<file path="src/hdl/shcr_pkg.sv">
// ----------------------------------------------------------------------------
// shcr_pkg: shared types and constants for the sync header frame receiver
// Byte kind codes, register indexes and the per-byte result record.
// ----------------------------------------------------------------------------
package shcr_pkg;

    localparam int unsigned CFG_INDEX_W = 2;

    localparam logic [CFG_INDEX_W-1:0] REG_SYNC_BYTE    = 2'd0;
    localparam logic [CFG_INDEX_W-1:0] REG_FRAME_LENGTH = 2'd1;

    localparam logic [7:0] SYNC_BYTE_RESET    = 8'h53;  // 'S'
    localparam logic [7:0] FRAME_LENGTH_RESET = 8'd106;
    localparam logic [7:0] MIN_FRAME_BYTES    = 8'd5;

    typedef enum logic [1:0] {
        KIND_DISCARD  = 2'd0,
        KIND_HEADER   = 2'd1,
        KIND_BODY     = 2'd2,
        KIND_CHECKSUM = 2'd3
    } byte_kind_t;

    typedef struct packed {
        byte_kind_t  byte_kind;
        logic [7:0]  byte_index;
        logic [7:0]  data_out;
        logic        frame_end;
        logic        frame_good;
        logic [15:0] computed_sum;
    } shcr_result_t;

endpackage

</file>
<file path="src/hdl/shcr_frame_core.sv">
// ----------------------------------------------------------------------------
// shcr_frame_core: header hunt, byte counting and checksum compare
// Holds the config registers and frame state; forms the result of a byte
// in the same cycle the byte is taken.
// ----------------------------------------------------------------------------
module shcr_frame_core
    import shcr_pkg::*;
(
    input  logic                   aclk,
    input  logic                   aresetn,
    input  logic                   cfg_wr_en,
    input  logic [CFG_INDEX_W-1:0] cfg_index,
    input  logic [7:0]             cfg_wdata,
    input  logic                   byte_take,
    input  logic [7:0]             data_byte,
    output shcr_result_t           result
);

    logic [7:0]  sync_byte_reg,    sync_byte_next;
    logic [7:0]  frame_length_reg, frame_length_next;
    logic        in_frame_reg,     in_frame_next;
    logic [7:0]  byte_count_reg,   byte_count_next;
    logic [15:0] running_sum_reg,  running_sum_next;
    logic [7:0]  checksum_low_reg, checksum_low_next;

    logic [7:0]  eff_len;
    logic [8:0]  idx_plus2;
    logic [15:0] sum_plus_byte;
    logic        is_sync;

    always_comb begin
        sync_byte_next    = sync_byte_reg;
        frame_length_next = frame_length_reg;
        if (cfg_wr_en) begin
            case (cfg_index)
                REG_SYNC_BYTE:    sync_byte_next    = cfg_wdata;
                REG_FRAME_LENGTH: frame_length_next = cfg_wdata;
                default:          ;
            endcase
        end
    end

    // Lengths under the minimum saturate up; the 8-bit field tops out at 255.
    assign eff_len       = (frame_length_reg < MIN_FRAME_BYTES) ? MIN_FRAME_BYTES
                                                                : frame_length_reg;
    assign idx_plus2     = {1'b0, byte_count_reg} + 9'd2;
    assign sum_plus_byte = running_sum_reg + {8'd0, data_byte};
    assign is_sync       = (data_byte == sync_byte_reg);

    always_comb begin
        in_frame_next     = in_frame_reg;
        byte_count_next   = byte_count_reg;
        running_sum_next  = running_sum_reg;
        checksum_low_next = checksum_low_reg;

        result.byte_kind    = KIND_DISCARD;
        result.byte_index   = 8'd0;
        result.data_out     = data_byte;
        result.frame_end    = 1'b0;
        result.frame_good   = 1'b0;
        result.computed_sum = 16'd0;

        if (!in_frame_reg) begin
            if (is_sync && byte_count_reg == 8'd0) begin
                running_sum_next    = {8'd0, data_byte};
                byte_count_next     = 8'd1;
                result.byte_kind    = KIND_HEADER;
                result.computed_sum = {8'd0, data_byte};
            end else if (is_sync && byte_count_reg == 8'd1) begin
                running_sum_next    = sum_plus_byte;
                byte_count_next     = 8'd2;
                in_frame_next       = 1'b1;
                result.byte_kind    = KIND_HEADER;
                result.byte_index   = 8'd1;
                result.computed_sum = sum_plus_byte;
            end else begin
                // broken header: the byte is dropped, not retried as a first sync
                byte_count_next  = 8'd0;
                running_sum_next = 16'd0;
            end
        end else begin
            result.byte_index = byte_count_reg;
            if (idx_plus2 < {1'b0, eff_len}) begin
                running_sum_next    = sum_plus_byte;
                byte_count_next     = byte_count_reg + 8'd1;
                result.byte_kind    = KIND_BODY;
                result.computed_sum = sum_plus_byte;
            end else if (idx_plus2 == {1'b0, eff_len}) begin
                checksum_low_next   = data_byte;
                byte_count_next     = byte_count_reg + 8'd1;
                result.byte_kind    = KIND_CHECKSUM;
                result.computed_sum = running_sum_reg;
            end else begin
                // final byte, also taken when the length was lowered mid-frame
                result.byte_kind    = KIND_CHECKSUM;
                result.frame_end    = 1'b1;
                result.frame_good   = (running_sum_reg == {data_byte, checksum_low_reg});
                result.computed_sum = running_sum_reg;
                in_frame_next       = 1'b0;
                byte_count_next     = 8'd0;
                running_sum_next    = 16'd0;
            end
        end
    end

    always_ff @(posedge aclk) begin
        if (!aresetn) begin
            sync_byte_reg    <= SYNC_BYTE_RESET;
            frame_length_reg <= FRAME_LENGTH_RESET;
            in_frame_reg     <= 1'b0;
            byte_count_reg   <= 8'd0;
            running_sum_reg  <= 16'd0;
            checksum_low_reg <= 8'd0;
        end else begin
            sync_byte_reg    <= sync_byte_next;
            frame_length_reg <= frame_length_next;
            if (byte_take) begin
                in_frame_reg     <= in_frame_next;
                byte_count_reg   <= byte_count_next;
                running_sum_reg  <= running_sum_next;
                checksum_low_reg <= checksum_low_next;
            end
        end
    end

    a_frame_count_past_header: assert property (@(posedge aclk) disable iff (!aresetn)
        in_frame_reg |-> (byte_count_reg >= 8'd2))
        else $error("in frame with byte count below two");

    a_hunt_count_small: assert property (@(posedge aclk) disable iff (!aresetn)
        !in_frame_reg |-> (byte_count_reg <= 8'd1))
        else $error("hunting with byte count above one");

    a_end_returns_to_hunt: assert property (@(posedge aclk) disable iff (!aresetn)
        (byte_take && result.frame_end) |=>
            (!in_frame_reg && byte_count_reg == 8'd0 && running_sum_reg == 16'd0))
        else $error("frame end did not return to hunting");

endmodule

</file>
<file path="src/hdl/shcr_out_buf.sv">
// ----------------------------------------------------------------------------
// shcr_out_buf: result register with a skid stage
// Lets a new request in while the held result waits on m_ready.
// ----------------------------------------------------------------------------
module shcr_out_buf
    import shcr_pkg::*;
(
    input  logic         aclk,
    input  logic         aresetn,
    input  logic         in_valid,
    output logic         in_ready,
    input  shcr_result_t in_data,
    output logic         out_valid,
    input  logic         out_ready,
    output shcr_result_t out_data
);

    shcr_result_t out_reg;
    shcr_result_t skid_reg;
    logic         out_valid_reg;
    logic         skid_valid_reg;
    logic         push;
    logic         take;

    assign in_ready  = !skid_valid_reg;
    assign push      = in_valid && in_ready;
    assign take      = out_valid_reg && out_ready;
    assign out_valid = out_valid_reg;
    assign out_data  = out_reg;

    always_ff @(posedge aclk) begin
        if (!aresetn) begin
            out_valid_reg  <= 1'b0;
            skid_valid_reg <= 1'b0;
        end else if (skid_valid_reg) begin
            if (take) begin
                out_reg        <= skid_reg;
                skid_valid_reg <= 1'b0;
            end
        end else if (push) begin
            if (!out_valid_reg || take) begin
                out_reg       <= in_data;
                out_valid_reg <= 1'b1;
            end else begin
                skid_reg       <= in_data;
                skid_valid_reg <= 1'b1;
            end
        end else if (take) begin
            out_valid_reg <= 1'b0;
        end
    end

    a_skid_behind_out: assert property (@(posedge aclk) disable iff (!aresetn)
        skid_valid_reg |-> out_valid_reg)
        else $error("skid holds a result while output is empty");

    a_push_makes_valid: assert property (@(posedge aclk) disable iff (!aresetn)
        push |=> out_valid_reg)
        else $error("accepted request produced no pending result");

    a_skid_drains: assert property (@(posedge aclk) disable iff (!aresetn)
        (skid_valid_reg && take) |=> (out_valid_reg && !skid_valid_reg))
        else $error("skid result not moved to output");

endmodule

</file>
<file path="src/hdl/sync_header_frame_checksum_receiver_unit.sv">
// ----------------------------------------------------------------------------
// sync_header_frame_checksum_receiver_unit: byte-stream frame receiver
// Hunts for a two-byte sync header, counts a fixed-length frame and checks
// its little-endian 16-bit additive checksum.
// ----------------------------------------------------------------------------
// One request on s_ carries one received byte; every byte produces exactly
// one result on m_, the cycle after it is taken when the output register is
// free (later only while earlier results wait on m_ready), echoing the byte
// with its kind (discard, header, body, checksum), its zero-based position
// in the frame and the running 16-bit wrapping sum. A frame starts with two
// consecutive sync_byte values; a non-sync byte while hunting is dropped and
// restarts the hunt without being retried as a header byte. The sum covers
// every byte except the last two, which carry the checksum low byte first.
// On the last byte m_frame_end is 1 and m_frame_good tells whether the sum
// matched. frame_length below 5 acts as 5. Throughput is one byte per cycle:
// the per-byte update is one counter step, one 16-bit add and one compare,
// and a two-deep result buffer keeps s_ready high unless two results
// wait on m_ready. Write configuration only while no result is pending.
// ----------------------------------------------------------------------------
module sync_header_frame_checksum_receiver_unit
    import shcr_pkg::*;
(
    input  logic                   aclk,
    input  logic                   aresetn,

    // configuration writes
    input  logic                   cfg_wr_en,
    input  logic [CFG_INDEX_W-1:0] cfg_index,
    input  logic [7:0]             cfg_wdata,

    // received bytes
    input  logic                   s_valid,
    output logic                   s_ready,
    input  logic [7:0]             s_data_byte,

    // per-byte results
    output logic                   m_valid,
    input  logic                   m_ready,
    output logic [1:0]             m_byte_kind,
    output logic [7:0]             m_byte_index,
    output logic [7:0]             m_data_out,
    output logic                   m_frame_end,
    output logic                   m_frame_good,
    output logic [15:0]            m_computed_sum
);

    shcr_result_t core_result;
    shcr_result_t out_result;
    logic         byte_take;

    // frame state advances only when a request is actually taken
    assign byte_take = s_valid && s_ready;

    shcr_frame_core u_core (
        .aclk      (aclk),
        .aresetn   (aresetn),
        .cfg_wr_en (cfg_wr_en),
        .cfg_index (cfg_index),
        .cfg_wdata (cfg_wdata),
        .byte_take (byte_take),
        .data_byte (s_data_byte),
        .result    (core_result)
    );

    // result register plus skid slot
    shcr_out_buf u_out_buf (
        .aclk      (aclk),
        .aresetn   (aresetn),
        .in_valid  (s_valid),
        .in_ready  (s_ready),
        .in_data   (core_result),
        .out_valid (m_valid),
        .out_ready (m_ready),
        .out_data  (out_result)
    );

    assign m_byte_kind    = out_result.byte_kind;
    assign m_byte_index   = out_result.byte_index;
    assign m_data_out     = out_result.data_out;
    assign m_frame_end    = out_result.frame_end;
    assign m_frame_good   = out_result.frame_good;
    assign m_computed_sum = out_result.computed_sum;

endmodule
</file>
<file path="config.mk">
export PLATFORM = sky130hd
export DESIGN_NAME = sync_header_frame_checksum_receiver_unit
export DESIGN_NICKNAME = d
export VERILOG_FILES = /design/src/hdl/shcr_pkg.sv /design/src/hdl/shcr_frame_core.sv /design/src/hdl/shcr_out_buf.sv /design/src/hdl/sync_header_frame_checksum_receiver_unit.sv
export SDC_FILE = /design/constraint.sdc
export NUM_CORES = 1
export LEC_CHECK = 0
export BUFFER_PORTS_ARGS = -buffer_cell sky130_fd_sc_hd__buf_4
export CORE_UTILIZATION = 40
export DETAILED_ROUTE_END_ITERATION = 16
export SETUP_SLACK_MARGIN = 0.05
export SLEW_MARGIN = 25
export SYNTH_ARGS = -nofsm -noshare
export SYNTH_HDL_FRONTEND = slang
export SYNTH_HIERARCHICAL = 1
export SYNTH_SLANG_ARGS = --single-unit
</file>
<file path="constraint.sdc">
create_clock -name aclk -period 7.8 [get_ports aclk]
set_clock_uncertainty 0.15 [all_clocks]
set_input_delay 1.56 -clock aclk [delete_from_list [all_inputs] [get_ports aclk]]
set_output_delay 1.56 -clock aclk [all_outputs]
set_load 0.005 [all_outputs]
</file>
==> results of run 1 <==
[worst min-delay path: stages (launching register included)]
cell and delay (ps):
dfxtp_1 320, mux2i_1 70, nor2_1 70
[routing by layer]
metal,vias to the layer above,part of all wire (%),track usage (%)
li1,2243,-,-
met2,153,45,29.3
met4,0,1.7,8.00
met3,22,5.3,4.83
met5,-,0,0
met1,2321,48,25.8
[cell families (layout without fill, tap and decap cells)]
kind of cell	Yosys count	count (layout)
AO/OA/AOI/OAI	121	121
AND/OR/NAND/NOR	159	159
XOR/XNOR	41	41
adder cells (fa/ha/maj)	21	21
multiplexers	58	58
flip-flops	123	123
other	0	1
buffers and inverters	61	115
[where the power goes]
| group | total (mW) | switching [mW] | internal (mW) |
|---|---|---|---|
| logic | 0.165 | 0.0925 | 0.0725 |
| registers | 0.727 | 0.0154 | 0.712 |
| clock network | 0.711 | 0.275 | 0.436 |
| total | 1.60 | 0.383 | 1.22 |
[stage by stage]
stage,cells,utilization [%],setup WS (ps),hold slack (ps),instance area [um2]
after floorplan,584,-,2840,313,6510
after global placement,823,44.3,3670,335,7030
after detailed placement,823,44.3,3620,342,7040
after CTS,854,47.6,4050,355,7560
after global routing,854,47.6,3710,393,7560
final,855,47.6,4010,348,7570
[synthesized netlist by cell type (4+ instances only)]
cell        n
edfxtp_1   72
dfxtp_1    51
nor2_1     42
nand2_1    38
mux2_2     36
o21ai_0    27
xnor2_1    25
mux2i_1    22
ha_1       20
a21oi_1    18
buf_4      18
inv_1      18
nand3_1    18
xor2_1     16
clkbuf_1   14
o2111ai_1  14
nor4_1     10
o21ai_1     9
a22oi_1     8
a311oi_2    8
and2_1      8
buf_2       7
nand4_1     7
nor3_1      7
o311ai_1    7
a21o_1      4
and3_1      4
nand3b_1    4
o21a_1      4
[worst min path at each step]
stage                                                  from                                       to  slack [ps]  cells past startpoint
finish              u_core/frame_length_reg[0]$_SDFFE_PN0P_  u_core/frame_length_reg[0]$_SDFFE_PN0P_         350                      2
global placement    u_core/frame_length_reg[0]$_SDFFE_PN0P_  u_core/frame_length_reg[0]$_SDFFE_PN0P_         330                      2
CTS                 u_core/frame_length_reg[0]$_SDFFE_PN0P_  u_core/frame_length_reg[0]$_SDFFE_PN0P_         360                      2
detailed placement  u_core/frame_length_reg[0]$_SDFFE_PN0P_  u_core/frame_length_reg[0]$_SDFFE_PN0P_         340                      2
global route        u_core/checksum_low_reg[0]$_SDFFE_PN0P_  u_core/checksum_low_reg[0]$_SDFFE_PN0P_         390                      2
floorplan              u_core/sync_byte_reg[0]$_SDFFE_PN1P_     u_core/sync_byte_reg[0]$_SDFFE_PN1P_         310                      2
[placed cells by master, fill, tap and decap left out, types with 16 or more instances in the layout]
master     synthesis  final
clkbuf_16          0     17
mux2_2            36     36
xnor2_1           25     25
buf_4             18     66
edfxtp_1          72     72
o21ai_0           27     27
nand2_1           38     38
a21oi_1           18     18
xor2_1            16     16
ha_1              20     20
nand3_1           18     18
nor2_1            42     42
dfxtp_1           51     51
inv_1             18     18
mux2i_1           22     22
[cell type report]
type                            instances  share of cell area, %
Antenna cell                            1                 0.0331
Clock buffer                           20                   5.90
Clock inverter                         11                   1.06
Inverter                               18                  0.893
Multi-Input combinational cell        400                   39.9
Sequential cell                       123                   42.1
Tap cell                              216                   3.57
Timing Repair Buffer                   66                   6.55
==> flow_summary.json, run 1 <==
{
  "fin_tns_setup_ps": 0,
  "core_mm2": 0.0159,
  "boundaryPins": 61,
  "n_fill_cell": 1469,
  "vias": 4739,
  "synth-edff-count": 72,
  "synth_cells": 584,
  "regToRegSetupSlack_ps": 4080,
  "drive_above_1_share_pct": 24.6,
  "post_cts_buffers": 0,
  "rsz0062_at_grt": "no",
  "synthToLayoutAreaGrowth_pct": 16.2,
  "synthAdderAreaFrac_pct": 4.15,
  "synthesis.area_mm2": 0.00651,
  "crit_path_cell_trace": "buf_4, ha_1, fa_1, a211oi_1, o21ai_0, o21ai_1, nor3b_1, o21ai_0, a22oi_1, mux2_2",
  "cts.sinks": 123,
  "synth_ff_type": "edfxtp_1",
  "overflow": 0,
  "start_kind": "primary input",
  "cts_hold_buf": 0,
  "fmax_ghz": 0.264,
  "cts_buffers": 17,
  "final-seq-area_mm2": 0.00318,
  "antenna_found_initial": 1,
  "multi_input_comb_area_mm2": 0.00302,
  "grt_pass1_wl_mm": 24.2,
  "worstSetupPathType": "primary input to register",
  "cp.required_ps": 7820,
  "grt_usage_pct": 19.2,
  "drc": 0,
  "leakage_nw": 2.80,
  "total_power_mw": 1.60,
  "setup_violations": 0,
  "maxSlewViolCount": 0,
  "path_buf_inv": 1,
  "timing.slew.headroom_pct": 44.4,
  "clk_transition_reported_paths_ps": 60,
  "synth-compound-area-share_pct": 14.3,
  "synth_seq_area_share_pct": 48.9,
  "hold_viol": 0,
  "synth.area.mux_share_pct": 9.61,
  "cts.path.max_buffers": 2,
  "async_flop_share_pct": 0,
  "synthXorXnorAreaFrac_pct": 5.51,
  "synth_nets": 628,
  "crit_path_max_fanout": 8,
  "htreeDepth": 4,
  "drt-initial-drc-count": 415,
  "critPathCapture": "u_out_buf/out_data[14]$_DFFE_PP_",
  "grt_start_max_net_pins": 42,
  "die_w_um": 130,
  "globalplace.congestion": 0.877,
  "syn_area_per_cell_um2": 11.2,
  "worstSetupEndpointType": "register",
  "synth_cell_types": 61,
  "viasPerCell": 5.54,
  "yosys.area_share.simple_pct": 12.5,
  "firstDrtPassIters": 5,
  "cp_slowest_cell": "fa_1",
  "synth_top_area_share_pct": 33.2,
  "grt_pass1_vias": 4531,
  "slowest_delay_ps": 430,
  "reg2reg_to": "u_out_buf/out_data[10]$_DFFE_PP_",
  "row_count": 46,
  "hp-class": "register to register",
  "clockRootBuffer": "clkbuf_16",
  "cts_tree": "done",
  "cp_top_family": "compound AO/OA/AOI/OAI gates",
  "synth_top_family_by_area": "compound AO/OA/AOI/OAI gates",
  "dp_hpwl_mm": 10.3,
  "yosys_warnings": 6,
  "layout.nets": 670,
  "cp-startpoint": "s_data_byte[0]",
  "worstRegToRegCells": 11,
  "worstReg2RegStart": "u_core/byte_count_reg[3]$_SDFFE_PN0P_",
  "cpMostUsedCell": "o21ai_0",
  "io_buffer_count": 60,
  "ys_ff_latch": 123,
  "synth_top_cell_by_area": "edfxtp_1",
  "finalCriticalPeriod_ps": 3790,
  "power.density_mw_per_mm2": 212,
  "worst_slew_pin_slew_ps": 827,
  "drtAntennaViolNets": 0,
  "status": "finished, final reports clean",
  "fin_crit_sh_pct": 48.6,
  "fp.dieArea_mm2": 0.0168,
  "critPathArrivalTime_ps": 3810,
  "max_cap_viol_count": 0,
  "wl_mm": 15.4,
  "start_util_pct": 41.0,
  "ys_top_cells_by_area": "edfxtp_1 33%, dfxtp_1 16%, mux2_2 6.2%",
  "cp_num_cells": 10,
  "clock_latency_ps": 420,
  "die_y_um": 130,
  "wire_per_inst_um": 18.0,
  "cts_resized": 0,
  "peakVddDrop_v": 0.000158
}
(Power assumes the default switching activity.)
==> run 2, diff against run 1 <==
==> constraint.sdc (replaced) <==
create_clock -name aclk -period 3.1 [get_ports aclk]
set_clock_uncertainty 0.15 [all_clocks]
set_input_delay 0.62 -clock aclk [delete_from_list [all_inputs] [get_ports aclk]]
set_output_delay 0.62 -clock aclk [all_outputs]
set_load 0.005 [all_outputs]
==> run 2 against run 1 <==
  * Non-clock buffer count increased by 53
  * Via count increased by 4.4%
  * Sequential cell count unchanged
  * Clock-buffer cell count unchanged
  * Power grew to 2.5 times the previous value
  * Sequential power rose to 2.5 times the previous value
  * Cell area increased by 8.3%
  * Final cell count is 6.2% higher
  * First-iteration DRC count decreased by 14%
  * Register-to-register slack worse by 3900 ps
  * Critical path type is now register to register
  * Largest power group unchanged
==> flow_summary.json, run 2 (synthesis gave the netlist of run 1 again) <==
{
  "cp_slowest_cell": "ha_1",
  "drtAntennaViolNets": 0,
  "power.density_mw_per_mm2": 494,
  "fin_crit_sh_pct": 94.5,
  "num_antenna_cells": 0,
  "wl_mm": 16.1,
  "cpMostUsedCell": "nor2_1",
  "cts_tree": "done",
  "grt_usage_pct": 20.3,
  "grt_start_max_net_pins": 37,
  "grt_pass1_vias": 4851,
  "setup_violations": 0,
  "fmax_ghz": 0.341,
  "maxSlewViolCount": 0,
  "placed_cell_area_mm2": 0.00741,
  "layout.nets": 723,
  "antenna_found_initial": 0,
  "crit_path_max_fanout": 15,
  "finalCriticalPeriod_ps": 2930,
  "critPathArrivalTime_ps": 2960,
  "start_kind": "register",
  "firstDrtPassIters": 5,
  "boundaryPins": 61,
  "worstSetupEndpointType": "register",
  "crit_path_cell_trace": "inv_1, nand4_1, nor2_1, nor2_1, ha_1, nand4_2, o211ai_2, o221ai_4, and3_4, buf_12, buf_4, o21ai_2, a22oi_2, mux2_2",
  "drc": 0,
  "cts.path.max_buffers": 2,
  "clockRootBuffer": "clkbuf_16",
  "die_w_um": 130,
  "die_y_um": 130,
  "worst_slew_pin_slew_ps": 654,
  "peakVddDrop_v": 0.000398,
  "max_cap_viol_count": 0,
  "slowest_delay_ps": 320,
  "timing.slew.headroom_pct": 56.4,
  "cp.required_ps": 3130,
  "n_fill_cell": 1464,
  "clock_latency_ps": 420,
  "cts.sinks": 123,
  "final_util_pct": 51.6,
  "synthToLayoutAreaGrowth_pct": 25.8,
  "vias": 4949,
  "row_count": 46,
  "htreeDepth": 4,
  "status": "finished, final reports clean",
  "rsz0062_at_grt": "yes",
  "dp_slack_ps": -89.6,
  "finalInstanceArea_mm2": 0.00819,
  "setup_ws_ps": 171,
  "drive_above_1_share_pct": 35.1,
  "drt-initial-drc-count": 358,
  "hp-class": "primary input to register",
  "overflow": 0,
  "final_cell_mix": "115 x buf_4, 72 x edfxtp_1, 49 x dfxtp_1",
  "core_mm2": 0.0159,
  "io_buffer_count": 60,
  "fp.dieArea_mm2": 0.0168,
  "clk_transition_reported_paths_ps": 60,
  "wire_per_inst_um": 17.7,
  "start_util_pct": 41.0,
  "viasPerCell": 5.45,
  "dp_hpwl_mm": 11.3,
  "hold_viol": 0,
  "worstSetupPathType": "register to register",
  "layout_commonest_cell": "buf_4",
  "globalplace.congestion": 0.934,
  "leakage_nw": 3.13,
  "cts_hold_buf": 0,
  "cts_buffers": 17,
  "grt_pass1_wl_mm": 25.5
}
-- run 2: changes by cell type in the layout (fill, tap and decap cells not counted), moves of 5 or more --
cell / delta
o21ai_4: +6
o21ai_0: -5
nand3_1: -9
buf_4: +49
nand3_2: +9
o21ai_1: -5
-- run 2: final timing paths --
| kind | from | endpoint | slack [ps] | cells after the start |
|---|---|---|---|---|
| max | u_core/frame_length_reg[4]$_SDFFE_PN0P_ | u_out_buf/out_data[14]$_DFFE_PP_ | 170 | 14 |
| min | cfg_wdata[0] | u_core/sync_byte_reg[0]$_SDFFE_PN1P_ | 270 | 3 |
| min reg2reg | u_core/sync_byte_reg[1]$_SDFFE_PN1P_ | u_core/sync_byte_reg[1]$_SDFFE_PN1P_ | 360 | 2 |
| max reg2reg | u_core/frame_length_reg[4]$_SDFFE_PN0P_ | u_out_buf/out_data[14]$_DFFE_PP_ | 170 | 14 |
-- run 2: power by group --
group | leakage, nW | internal [mW] | switching, mW
Sequential | 1.08 | 1.79 | 0.0371
Combinational | 1.81 | 0.234 | 0.264
Clock | 0.245 | 1.01 | 0.715
-- run 2: critical path: cells and delay by family, from the launching register on --
family / cells / cell delay [ps]
muxes: 1 / 270
adders and majority gates: 1 / 320
DFF: 1 / 310
and+or+nand+nor: 5 / 640
buffers and inverters: 3 / 380
AOI/OAI and AO/OA: 4 / 590
-- run 2: timing repair --
item                                    CTS  global route
pin swaps                                 4            20
gates resized for setup                  15            33
endpoints found under the setup margin   16            39
setup buffers                             1             4
gates cloned                              0             1
-- run 2: layout make-up --
type / instances / area (um2) / share of cell area [%]
clock buffer: 20 / 437 / 5.33
clock inverter: 12 / 76.3 / 0.932
inverter: 18 / 67.6 / 0.825
multi-input combinational: 400 / 3210 / 39.1
sequential: 123 / 3190 / 38.9
tap: 216 / 270 / 3.30
timing repair buffer: 119 / 948 / 11.6
-- run 2: layer usage --
layer  vias to the layer above  wire length, um  part of all wire (%)  GRT usage, %
li1                       2359                -                     -             -
met1                      2413             7460                    46          26.6
met2                       154             7610                    47          32.6
met3                        23              727                   4.5          4.29
met4                         0              275                   1.7          8.14
met5                         -                0                     0             0
-- run 2: stage by stage --
stage | hold WS, ps | setup TNS, ps | cells | power, mW
final | 273 | 0 | 908 | 4.05
after global routing | 270 | 0 | 908 | 4.22
after CTS | 259 | 0 | 903 | 4.05
after detailed placement | 337 | -448 | 870 | 2.32
after global placement | 328 | -34.8 | 870 | 2.31
after floorplan | 313 | 0 | 584 | 2.13
